File: src/hw/rtl/safa_pkg.sv
`default_nettype none

package safa_pkg;

   localparam int unsigned INDEX_W = 16;
   localparam int unsigned COEF_W  = 32;
   localparam int unsigned TDATA_W = 48;

   localparam logic signed [COEF_W-1:0] COEF_MAX = {1'b0, {(COEF_W-1){1'b1}}};
   localparam logic signed [COEF_W-1:0] COEF_MIN = {1'b1, {(COEF_W-1){1'b0}}};

   // one stored or emitted term, index in the low bits
   typedef struct packed {
      logic signed [COEF_W-1:0] coef;
      logic [INDEX_W-1:0]       index;
   } term_type;

   // which list heads the current merge step consumes
   typedef struct packed {
      logic take_a;
      logic take_b;
   } pick_type;

endpackage

`default_nettype wire

File: src/hw/rtl/safa_merge_pick.sv
`default_nettype none

module safa_merge_pick (
   input  var safa_pkg::term_type a_term,
   input  var safa_pkg::term_type b_term,
   input  var logic               a_avail,
   input  var logic               b_avail,
   output safa_pkg::pick_type     pick,
   output safa_pkg::term_type     out_term
);
   import safa_pkg::*;

   logic signed [COEF_W:0] wide_sum;
   logic signed [COEF_W-1:0] sat_sum;

   always_comb begin
      wide_sum = {a_term.coef[COEF_W-1], a_term.coef} + {b_term.coef[COEF_W-1], b_term.coef};
      if (wide_sum[COEF_W] != wide_sum[COEF_W-1]) begin
         sat_sum = wide_sum[COEF_W] ? COEF_MIN : COEF_MAX;
      end else begin
         sat_sum = wide_sum[COEF_W-1:0];
      end
   end

   always_comb begin
      pick     = '0;
      out_term = a_term;
      if (!b_avail || (a_avail && (a_term.index < b_term.index))) begin
         pick.take_a = 1'b1;
         out_term    = a_term;
      end else if (!a_avail || (b_term.index < a_term.index)) begin
         pick.take_b = 1'b1;
         out_term    = b_term;
      end else begin
         // equal heads: sum and saturate
         pick.take_a   = 1'b1;
         pick.take_b   = 1'b1;
         out_term.index = a_term.index;
         out_term.coef  = sat_sum;
      end
   end

endmodule

`default_nettype wire

File: src/hw/rtl/sparse_affine_form_add_top.sv
`default_nettype none

// sum of two sparse affine forms. each item on the req side is one term:
// req_tuser picks the operand (0 first, 1 second), req_tlast marks the last
// term of that operand's list. terms load one per cycle into two term
// memories; up to MAX_TERMS terms per list are kept and later ones dropped.
// the second operand's last term starts a two-pointer merge: a priming
// state reads both list heads, then one merged term leaves per cycle while
// rsp_tready does not stall the output (ascending index, equal indices
// summed with Q16.16 saturation). at most 2*MAX_TERMS-1 terms are emitted
// and the final one carries rsp_tlast. no items are taken during the merge;
// loading resumes as soon as the last term sits in the output register.
module sparse_affine_form_add_top #(
   parameter int unsigned MAX_TERMS = 32
) (
   input  var logic        clock,
   input  var logic        reset,
   // request side
   input  var logic        req_tvalid,
   output logic            req_tready,
   input  var logic [47:0] req_tdata,  // noise_index [15:0], coefficient [47:16]
   input  var logic [0:0]  req_tuser,  // operand_sel
   input  var logic        req_tlast,  // last_term
   // result side
   output logic            rsp_tvalid,
   input  var logic        rsp_tready,
   output logic [47:0]     rsp_tdata,  // sum_index [15:0], sum_coefficient [47:16]
   output logic            rsp_tlast   // last_out
);
   import safa_pkg::*;

   localparam int unsigned AW = $clog2(MAX_TERMS);
   localparam int unsigned CW = $clog2(MAX_TERMS + 1);
   localparam int unsigned KW = $clog2(2 * MAX_TERMS);

   typedef enum logic [2:0] {
      ST_LOAD  = 3'b001,
      ST_PRIME = 3'b010,
      ST_MERGE = 3'b100
   } state_type;

   state_type state_ff, state_in;

   // term memories
   term_type first_mem  [MAX_TERMS];
   term_type second_mem [MAX_TERMS];
   term_type rd_a_ff, rd_b_ff;

   logic [CW-1:0] first_count_ff, first_count_in;
   logic [CW-1:0] second_count_ff, second_count_in;
   logic [CW-1:0] i_ff, i_in;
   logic [CW-1:0] j_ff, j_in;
   logic [KW-1:0] k_ff, k_in;

   logic     rsp_valid_ff, rsp_valid_in;
   logic     rsp_last_ff, rsp_last_in;
   term_type rsp_term_ff, rsp_term_in;

   term_type req_term;
   logic     req_fire;
   logic     wr_first, wr_second;
   logic     trigger;
   logic     a_avail, b_avail;
   logic     advance;
   logic     final_term;
   pick_type pick;
   term_type merged_term;

   assign req_term   = req_tdata[TDATA_W-1:0];
   assign req_tready = (state_ff == ST_LOAD);
   assign req_fire   = req_tvalid && req_tready;
   assign wr_first   = req_fire && !req_tuser[0] && (first_count_ff < CW'(MAX_TERMS));
   assign wr_second  = req_fire && req_tuser[0] && (second_count_ff < CW'(MAX_TERMS));
   assign trigger    = req_fire && req_tuser[0] && req_tlast;

   assign a_avail = (i_ff < first_count_ff);
   assign b_avail = (j_ff < second_count_ff);
   // a merge step only goes when the output register is free or draining
   assign advance = (state_ff == ST_MERGE) && (!rsp_valid_ff || rsp_tready);

   safa_merge_pick u_pick (
      .a_term   (rd_a_ff),
      .b_term   (rd_b_ff),
      .a_avail  (a_avail),
      .b_avail  (b_avail),
      .pick     (pick),
      .out_term (merged_term)
   );

   always_comb begin
      state_in        = state_ff;
      first_count_in  = first_count_ff;
      second_count_in = second_count_ff;
      i_in            = i_ff;
      j_in            = j_ff;
      k_in            = k_ff;
      rsp_valid_in    = rsp_valid_ff && !rsp_tready;
      rsp_last_in     = rsp_last_ff;
      rsp_term_in     = rsp_term_ff;
      final_term      = 1'b0;

      unique case (state_ff)
         ST_LOAD: begin
            if (wr_first) begin
               first_count_in = first_count_ff + CW'(1);
            end
            if (wr_second) begin
               second_count_in = second_count_ff + CW'(1);
            end
            if (trigger) begin
               i_in     = '0;
               j_in     = '0;
               k_in     = '0;
               state_in = ST_PRIME;
            end
         end
         ST_PRIME: begin
            // heads at address zero are being read
            state_in = ST_MERGE;
         end
         ST_MERGE: begin
            if (advance) begin
               i_in = i_ff + CW'(pick.take_a);
               j_in = j_ff + CW'(pick.take_b);
               k_in = k_ff + KW'(1);
               final_term = ((i_in >= first_count_ff) && (j_in >= second_count_ff))
                            || (k_ff == KW'(2 * MAX_TERMS - 2));
               rsp_valid_in = 1'b1;
               rsp_term_in  = merged_term;
               rsp_last_in  = final_term;
               if (final_term) begin
                  first_count_in  = '0;
                  second_count_in = '0;
                  state_in        = ST_LOAD;
               end
            end
         end
         default: begin
            state_in = ST_LOAD;
         end
      endcase
   end

   // write port during load, read port follows the next head pointers
   always_ff @(posedge clock) begin
      if (wr_first) begin
         first_mem[first_count_ff[AW-1:0]] <= req_term;
      end
      rd_a_ff <= first_mem[i_in[AW-1:0]];
   end

   always_ff @(posedge clock) begin
      if (wr_second) begin
         second_mem[second_count_ff[AW-1:0]] <= req_term;
      end
      rd_b_ff <= second_mem[j_in[AW-1:0]];
   end

   always_ff @(posedge clock) begin
      if (reset) begin
         state_ff        <= ST_LOAD;
         first_count_ff  <= '0;
         second_count_ff <= '0;
         i_ff            <= '0;
         j_ff            <= '0;
         k_ff            <= '0;
         rsp_valid_ff    <= 1'b0;
      end else begin
         state_ff        <= state_in;
         first_count_ff  <= first_count_in;
         second_count_ff <= second_count_in;
         i_ff            <= i_in;
         j_ff            <= j_in;
         k_ff            <= k_in;
         rsp_valid_ff    <= rsp_valid_in;
      end
   end

   always_ff @(posedge clock) begin
      rsp_term_ff <= rsp_term_in;
      rsp_last_ff <= rsp_last_in;
   end

   assign rsp_tvalid = rsp_valid_ff;
   assign rsp_tdata  = rsp_term_ff;
   assign rsp_tlast  = rsp_last_ff;

`ifndef ASSERT_OFF
   a_state_onehot : assert property (@(posedge clock) disable iff (reset)
      $onehot(state_ff))
      else $error("state register not one-hot");

   a_merge_has_work : assert property (@(posedge clock) disable iff (reset)
      (state_ff == ST_MERGE) |-> (a_avail || b_avail))
      else $error("merge running with both lists exhausted");

   a_ptr_bound : assert property (@(posedge clock) disable iff (reset)
      (state_ff == ST_MERGE) |-> ((i_ff <= first_count_ff) && (j_ff <= second_count_ff)))
      else $error("merge pointer past list end");

   a_out_bound : assert property (@(posedge clock) disable iff (reset)
      (state_ff == ST_MERGE) |-> (k_ff <= KW'(2 * MAX_TERMS - 2)))
      else $error("merge emitted too many terms");

   a_last_ends_merge : assert property (@(posedge clock) disable iff (reset)
      (advance && final_term) |=> (state_ff == ST_LOAD) && rsp_tvalid && rsp_tlast)
      else $error("final term did not end the merge");
`endif

endmodule

`default_nettype wire
File: config.mk
export PLATFORM = sky130hd
export DESIGN_NAME = sparse_affine_form_add_top
export DESIGN_NICKNAME = d
export VERILOG_FILES = /design/src/hw/rtl/safa_pkg.sv /design/src/hw/rtl/safa_merge_pick.sv /design/src/hw/rtl/sparse_affine_form_add_top.sv
export SDC_FILE = /design/constraint.sdc
export NUM_CORES = 2
export LEC_CHECK = 0
export BUFFER_PORTS_ARGS = -buffer_cell sky130_fd_sc_hd__buf_4
export CAP_MARGIN = 5
export CORE_AREA = 2 2 477 479
export DETAILED_ROUTE_END_ITERATION = 16
export DIE_AREA = 0 0 479 481
export PLACE_DENSITY_LB_ADDON = 0.12
export SYNTH_ARGS = -nofsm -noshare
export SYNTH_HDL_FRONTEND = slang
export SYNTH_SLANG_ARGS = --single-unit
File: constraint.sdc
create_clock -name clock -period 5 [get_ports clock]
set_input_delay 1 -clock clock [delete_from_list [all_inputs] [get_ports clock]]
set_output_delay 1 -clock clock [all_outputs]
set_load 0.02 [all_outputs]
; ---- Word-level counts from Yosys, hierarchy flattened
; Memory sizes are Yosys's and may differ from the RTL's. A register that Yosys moved wholly into a read port is not among the register bits.
; Index checks and enable logic that the tools add are counted.
[totals]
mem_count = 2
word_cells = 95
register_bits = 83
output_inout_bits = 51
ram_bits = 3072
inputBits = 54
[mem_list]
columns = memory, depth, width, read_ports, rd_clocked_by_memory_dff, write_ports, line_no
row1 = first_mem, 32, 48, 1, 1, 1, sparse_affine_form_add_top.sv:45  ; term_type first_mem [MAX_TERMS];
row2 = second_mem, 32, 48, 1, 1, 1, sparse_affine_form_add_top.sv:46  ; term_type second_mem [MAX_TERMS];
[classes]
mux = 32
n_eq_ne = 10
add_sub_neg = 6
reduce_logical = 25
n_lt_le_gt_ge = 8
[ops]
columns = cell, n
row1 = 48-bit 2-to-1 mux, 2
row2 = 32-bit 2-to-1 mux, 2
row3 = 6-bit 2-to-1 mux, 10
row4 = 6-bit one-hot mux with 2 select lines, 5
row5 = 32-bit by 32-bit adder with 33-bit output, 1
row6 = 16-bit less-than comparator, 2
row7 = "6-bit by 1-bit adder with 6-bit output, second input constant", 3
row8 = 6-bit by 1-bit adder with 6-bit output, 2
row9 = 6-bit greater-or-equal comparator, 2
row10 = 6-bit less-than comparator, 2
row11 = "6-bit less-than comparator, second input constant", 2
row12 = 1-bit logical AND, 10
row13 = 1-bit 2-to-1 mux, 9
row14 = 3-bit 2-to-1 mux, 3
row15 = 3-bit one-hot mux with 3 select lines, 1
row16 = 4-bit AND reduction, 2
row17 = "6-bit equality test, second input constant", 1
row18 = "2-bit by 1-bit inequality test with 1-bit output, second input constant", 3
row19 = 3-bit AND reduction, 2
row20 = 1-bit logical NOT, 5
row21 = 1-bit logical OR, 4
row22 = "2-bit inequality test, second input constant", 2
row23 = "3-bit by 1-bit equality test with 1-bit output, second input constant", 1
row24 = "3-bit by 2-bit equality test with 1-bit output, second input constant", 1
row25 = other kinds (4), 4

; ---- Longest topological paths before layout
[depth]
depth_word = 12
depth_mapped = 23
ltp_nobuf = 22

; ---- Hierarchy
; Synthesis repeated with hierarchy kept, for this count alone.
[unflattened]
cells_unflattened = 9925
area_unflattened_um2 = 132618.4
[modules_own_cells]
columns = module, n_inst, seq_area_each_um2, cells_per_inst, area_each_um2
row1 = sparse_affine_form_add_top, 1, 96322.4, 9426, 129260.2
row2 = safa_merge_pick, 1, 0.0, 499, 3358.2

; ---- Worst setup path before layout
; OpenSTA, ideal clock, no wires.
[synth_timing]
kind = register -> register
startpoint = register, netlist name rd_a_ff[15]
endpoint = register first_count_ff[1]
slack_ns = 0.320
setup_ns = 0.071
path_stages_with_launch = 24
arrival_ns = 4.610
synth_period_minus_slack_ns = 4.680
n_path_buf = 2
required_ns = 4.929
path_cell_list = dfxtp_1 inv_1 ha_1 nand4_1 or2_2 nor3_1 o21ai_0 a221oi_1 a21oi_1 clkbuf_1 ha_1 ha_1 nand3_1 xor2_1 inv_1 ha_1 a21o_1 a21oi_1 o21ai_0 a21oi_1 nor2_1 or2_2 clkbuf_1 a21oi_1
[synth_between]
elab_chain_cells = 10
elab_cells_between_ends = 16
cone_classes = add/sub: 2 / order compare: 4 / eq/ne: 1 / mux: 3 / reduce/logical: 6
[synth_rtl]
columns = element, line_no
row1 = 16-bit less-than comparator (on tied branches), "safa_merge_pick.sv:31, safa_merge_pick.sv:28"
row2 = 1-bit logical OR or 1-bit logical AND (tied branches), "safa_merge_pick.sv:31, safa_merge_pick.sv:28"
row3 = 1-bit 2-to-1 mux or 1-bit logical OR (tied branches), "safa_merge_pick.sv:31, safa_merge_pick.sv:28"
row4 = 1-bit 2-to-1 mux, safa_merge_pick.sv:28  ; if (!b_avail || (a_avail && (a_term.index < b_term.index))) begin
row5 = 6-bit by 1-bit adder with 6-bit output (on tied branches), "sparse_affine_form_add_top.sv:123, sparse_affine_form_add_top.sv:124"
row6 = 6-bit greater-or-equal comparator, sparse_affine_form_add_top.sv:126  ; final_term = ((i_in >= first_count_ff) && (j_in >= second_count_ff))
row7 = 1-bit logical AND *, sparse_affine_form_add_top.sv:126
row8 = 1-bit logical OR *, sparse_affine_form_add_top.sv:127  ; || (k_ff == KW'(2 * MAX_TERMS - 2));
row9 = 2-bit by 1-bit inequality test with 1-bit output (no line) *, n/a
row10 = 4-bit AND reduction (no line) *, n/a
row11 = to (signal assigned), sparse_affine_form_add_top.sv:170  ; first_count_ff <= first_count_in;
row12 = to (decl), sparse_affine_form_add_top.sv:49  ; logic [CW-1:0] first_count_ff, first_count_in;
; Mark *: on every way between the ends. The rest lies on a longest branch, timed or not.
; A chain may end at the register's enable or synchronous reset.

; ---- Final worst setup path
[layout_timing]
startpoint = register, netlist name rd_a_ff[14]
endpoint = register, netlist name rd_a_ff[13]
[layout_between]
elab_chain_cells = 7
elab_cells_between_ends = 10
cone_classes = add/sub: 1 / order compare: 2 / mux: 4 / reduce/logical: 3
[layout_rtl]
columns = element, line_no
row1 = 16-bit less-than comparator (on tied branches), "safa_merge_pick.sv:31, safa_merge_pick.sv:28"
row2 = 1-bit logical OR or 1-bit logical AND (tied branches), "safa_merge_pick.sv:31, safa_merge_pick.sv:28"
row3 = 1-bit 2-to-1 mux or 1-bit logical OR (tied branches), "safa_merge_pick.sv:31, safa_merge_pick.sv:28"
row4 = 1-bit 2-to-1 mux *, safa_merge_pick.sv:28
row5 = 6-bit by 1-bit adder with 6-bit output *, sparse_affine_form_add_top.sv:123  ; i_in = i_ff + CW'(pick.take_a);
row6 = 6-bit 2-to-1 mux *, sparse_affine_form_add_top.sv:122  ; if (advance) begin
row7 = 6-bit one-hot mux with 2 select lines *, sparse_affine_form_add_top.sv:102  ; unique case (state_ff)
; Mark *: on every way between the ends. The rest lies on a longest branch, timed or not. The select of a mux whose other input is x is not followed.

==> impl_results.md <==
* Status: finished clean
* Final wirelength at 384000 um
* Synth area leader: edfxtp_1
* GR Util met3 at 5.17%
* Syn Inst Count at 9012
* Fmax at 0.207 GHz
* Unique masters post-synth at 69
* TritonCTS Sinks at 3251
* Nets at 9708
* Num CTS Buffers at 341
* Post-route DRC at 0
* Die height at 481 um
* Crit path max-delay family: compound AO/OA/AOI/OAI gates
* First-pass GRT wire length at 549000 um
* Logic pwr share at 2.2%
* Final Hold Violating Endpoints at 0
* Vias/cell at 6.37
* LEAKAGE at 52.8 nW
* Actual slew at the worst max-slew pin at 1.16 ns
* P_int at 45.0 mW
* Clock power share at 44.4%
* CP most frequent cell: buf_4
* Vias in the first global route at 78.7k
* Root Buffer: clkbuf_16
* Met2 Use GR at 53.0%
* Cell Rows at 175
* Slowest cell on crit path: mux4_2
* Synth top area share at 73.5%
* Asr flop ratio synth at 0%
* Total gr overflow at 0
* Post-route worst setup slack at 0.160 ns
* Startpoint type of the worst setup path: register
* Htree depth at 5
* Largest net degree at the start of global routing at 95
* GR Util met1 at 46.2%
* CP Class: register to register
* CP cell instances: inv_1 > ha_1 > nand4_1 > buf_4 > or2_2 > nor3_4 > o21ai_4 > a221oi_4 > nor2_4 > inv_1 > ha_1 > nand2_1 > a21boi_4 > buf_4 > clkbuf_16 > buf_4 > mux4_2 > a22o_1 > a211oi_1 > buf_4 > nor4_1 > buf_4
* Busiest grt layer: met2
* Yosys warnings at 0
* Syn Nets at 9151
* Clock buffer depth at 4
* Flops & latches, synth at 3251
* Syn Std Cell Area at 0.128 sq mm
* Wire length per cell at 29.8 um
* Avg Inst Size Synth at 14.2 sq um
* Core Area at 0.226 sq mm
* DR vias at 81.9k
* Max VDD drop at 0.000385 V
* Skew final at 0.0700 ns
* Routed Antenna Nets at 0
* Initial cell density of the core at 56.5%
* Final worst path period share at 96.8%
* Initial antenna violation count at 27
* Die area at 0.230 sq mm
* P&R area growth vs syn at 17.1%
* Number of synthesized flops with an enable pin at 3121
* Rel. slew slack at 22.8%
* Port bufs at 104
* Commonest cells after routing, fill and taps aside: edfxtp_1 (3121), nand2_1 (2504), a31oi_1 (576)
* Share of cells above drive strength 1 at 15.9%
* I/O Pins at 105
* NetSw at 11.3 mW
* Gr usage total at 33.0%
* Sequential Power Share at 53.3%
* GPL Wtd Cong at 0.889
* CTS tree: done
* Post-DP HPWL at 222000 um
* Slew Viols, Final at 0
* Max-Cap Viols at 0
* Worst Setup Slack post-DPL at -0.975 ns
* Pwr Total at 56.3 mW
* Ys flop type: edfxtp_1
* Most common cell after layout, fill and taps aside: edfxtp_1
* Sequential area share after synthesis at 75.5%
* Worst EP arrival at 5.68 ns
* Max incr delay on CP at 0.51 ns
* Clk slew on worst S/H paths at 0.06 ns
* Die width at 479 um
* Min Tclk post-route at 4.84 ns
* Sw frac at 20.0%
* Dominant cells by area after synthesis: edfxtp_1 (73%), nand2_1 (7.4%), a31oi_1 (2.8%), and3_1 (2.6%), mux4_2 (2.5%)
* Worst setup EP type: register
* Number of DRC markers in iteration 0 at 11.5k
* Hold crit path type: input port to register
* Power Dens Cells at 377 mW/mm^2
* Final setup vio count at 0
* CP required at 5.84 ns
* Clk Latency, worst-skew pair at 0.98 ns
* RSZ-0062 raised after global routing: false
* DRT Pass-1 Iters at 7
* Buf/Inv on CP at 8
* Crit Path Max Fanout at 5
[registers in the layout, summed over array words and instances (netlist names), 48 cells and up]
signal and cells:
rd_a_ff 48, rd_b_ff 48, first_mem 1536, rsp_tdata 48
second_mem 1536
[worst reg2reg max path: cells and delay by family (launching register included)]
kind | cells | cell delay, ns
AOI/OAI and AO/OA | 5 | 1.29
and+or+nand+nor | 6 | 0.80
DFF | 1 | 0.39
muxes | 1 | 0.51
adders and majority gates | 2 | 0.55
buffers and inverters | 8 | 1.21
[through the flow]
stage | instance area (sq um) | TNS [ns] | std cells | utilization, % | hold WS, ns
final | 149000 | 0 | 12858 | 66.2 | 0.412
after global routing | 149000 | 0 | 12853 | 66.1 | 0.413
after CTS | 149000 | 0 | 12827 | 66.0 | 0.369
after detailed placement | 138000 | -50.53 | 12209 | 61.0 | 0.515
after global placement | 138000 | -80.99 | 12209 | 61.0 | 0.511
after floorplan | 128000 | 0 | 9012 | - | 0.477
[metal layers]
metal	routed length [um]	part of all wire, %
met1	147000	38
met2	182000	48
met3	38200	9.9
met4	15600	4.1
met5	38	0.0099
[final timing paths]
path / startpoint / to / slack (ns) / depth (start not counted)
worst max-delay path: rd_a_ff[14] / rd_a_ff[13] / 0.16 / 22
worst min-delay path: rsp_tready / rsp_tvalid / 0.41 / 3
worst max register to register: rd_a_ff[14] / rd_a_ff[13] / 0.16 / 22
worst min register to register: first_count_ff[1] / first_count_ff[1] / 0.53 / 2
[power by group through the flow]
stage / registers [mW] / clock network [mW] / logic (mW)
global route: 30.0 / 26.2 / 1.34
CTS: 30.0 / 25.2 / 1.22
detailed placement: 30.6 / 0 / 1.21
finish: 30.1 / 25.0 / 1.25
global placement: 30.6 / 0 / 1.19
floorplan: 30.6 / 0 / 0.462
[cell type report]
type / count / area [sq um]
Antenna cell: 12 / 30.0
Multi-Input combinational cell: 5150 / 29500
Timing Repair Buffer: 779 / 8460
Tap cell: 3009 / 3760
Clock buffer: 437 / 9350
Sequential cell: 3251 / 96300
Clock inverter: 174 / 1670
Inverter: 46 / 174
Fill cell: 15656 / 76400
[kinds of logic (layout without fill, tap and decap cells)]
family	Yosys count	count (layout)	synth area share, %
AND/OR/NAND/NOR	3564	3564	12.2
flip-flops	3251	3251	75.5
AO/OA/AOI/OAI	1310	1310	6.55
buffers and inverters	611	1436	2.10
multiplexers	145	145	2.52
adder cells (fa/ha/maj)	85	85	0.840
XOR/XNOR	46	46	0.316
other	0	12	0
[what timing repair did]
action	in CTS	in global routing
gates cloned	1	3
hold buffers	0	0
gates resized for setup	20	24
setup buffers	6	16
endpoints found under the setup margin	111	88
pin swaps	5	5
[cells in the mapped netlist (all sizes together), types with 3 or more instances]
master,number
a21oi,137
o21ai,81
dfxtp,130
nand2,2511
mux2i,3
a22oi,7
mux4,141
or3b,4
a311oi,6
xor2,21
buf,250
o21a,6
a211oi,102
o22ai,286
o31ai,3
clkbuf,315
nand3b,4
a21boi,6
a21o,17
and2,7
or3,34
nand3,139
edfxtp,3121
nand2b,10
nand4,15
nor3,13
xnor2,25
a31oi,578
o221ai,3
ha,84
inv,46
or2,5
and3,533
nor3b,3
a22o,49
o21bai,4
nor2,132
a2111o,3
nor2b,54
o211ai,6
nor4,97
Note: power is estimated with default switching activity, not from simulation.
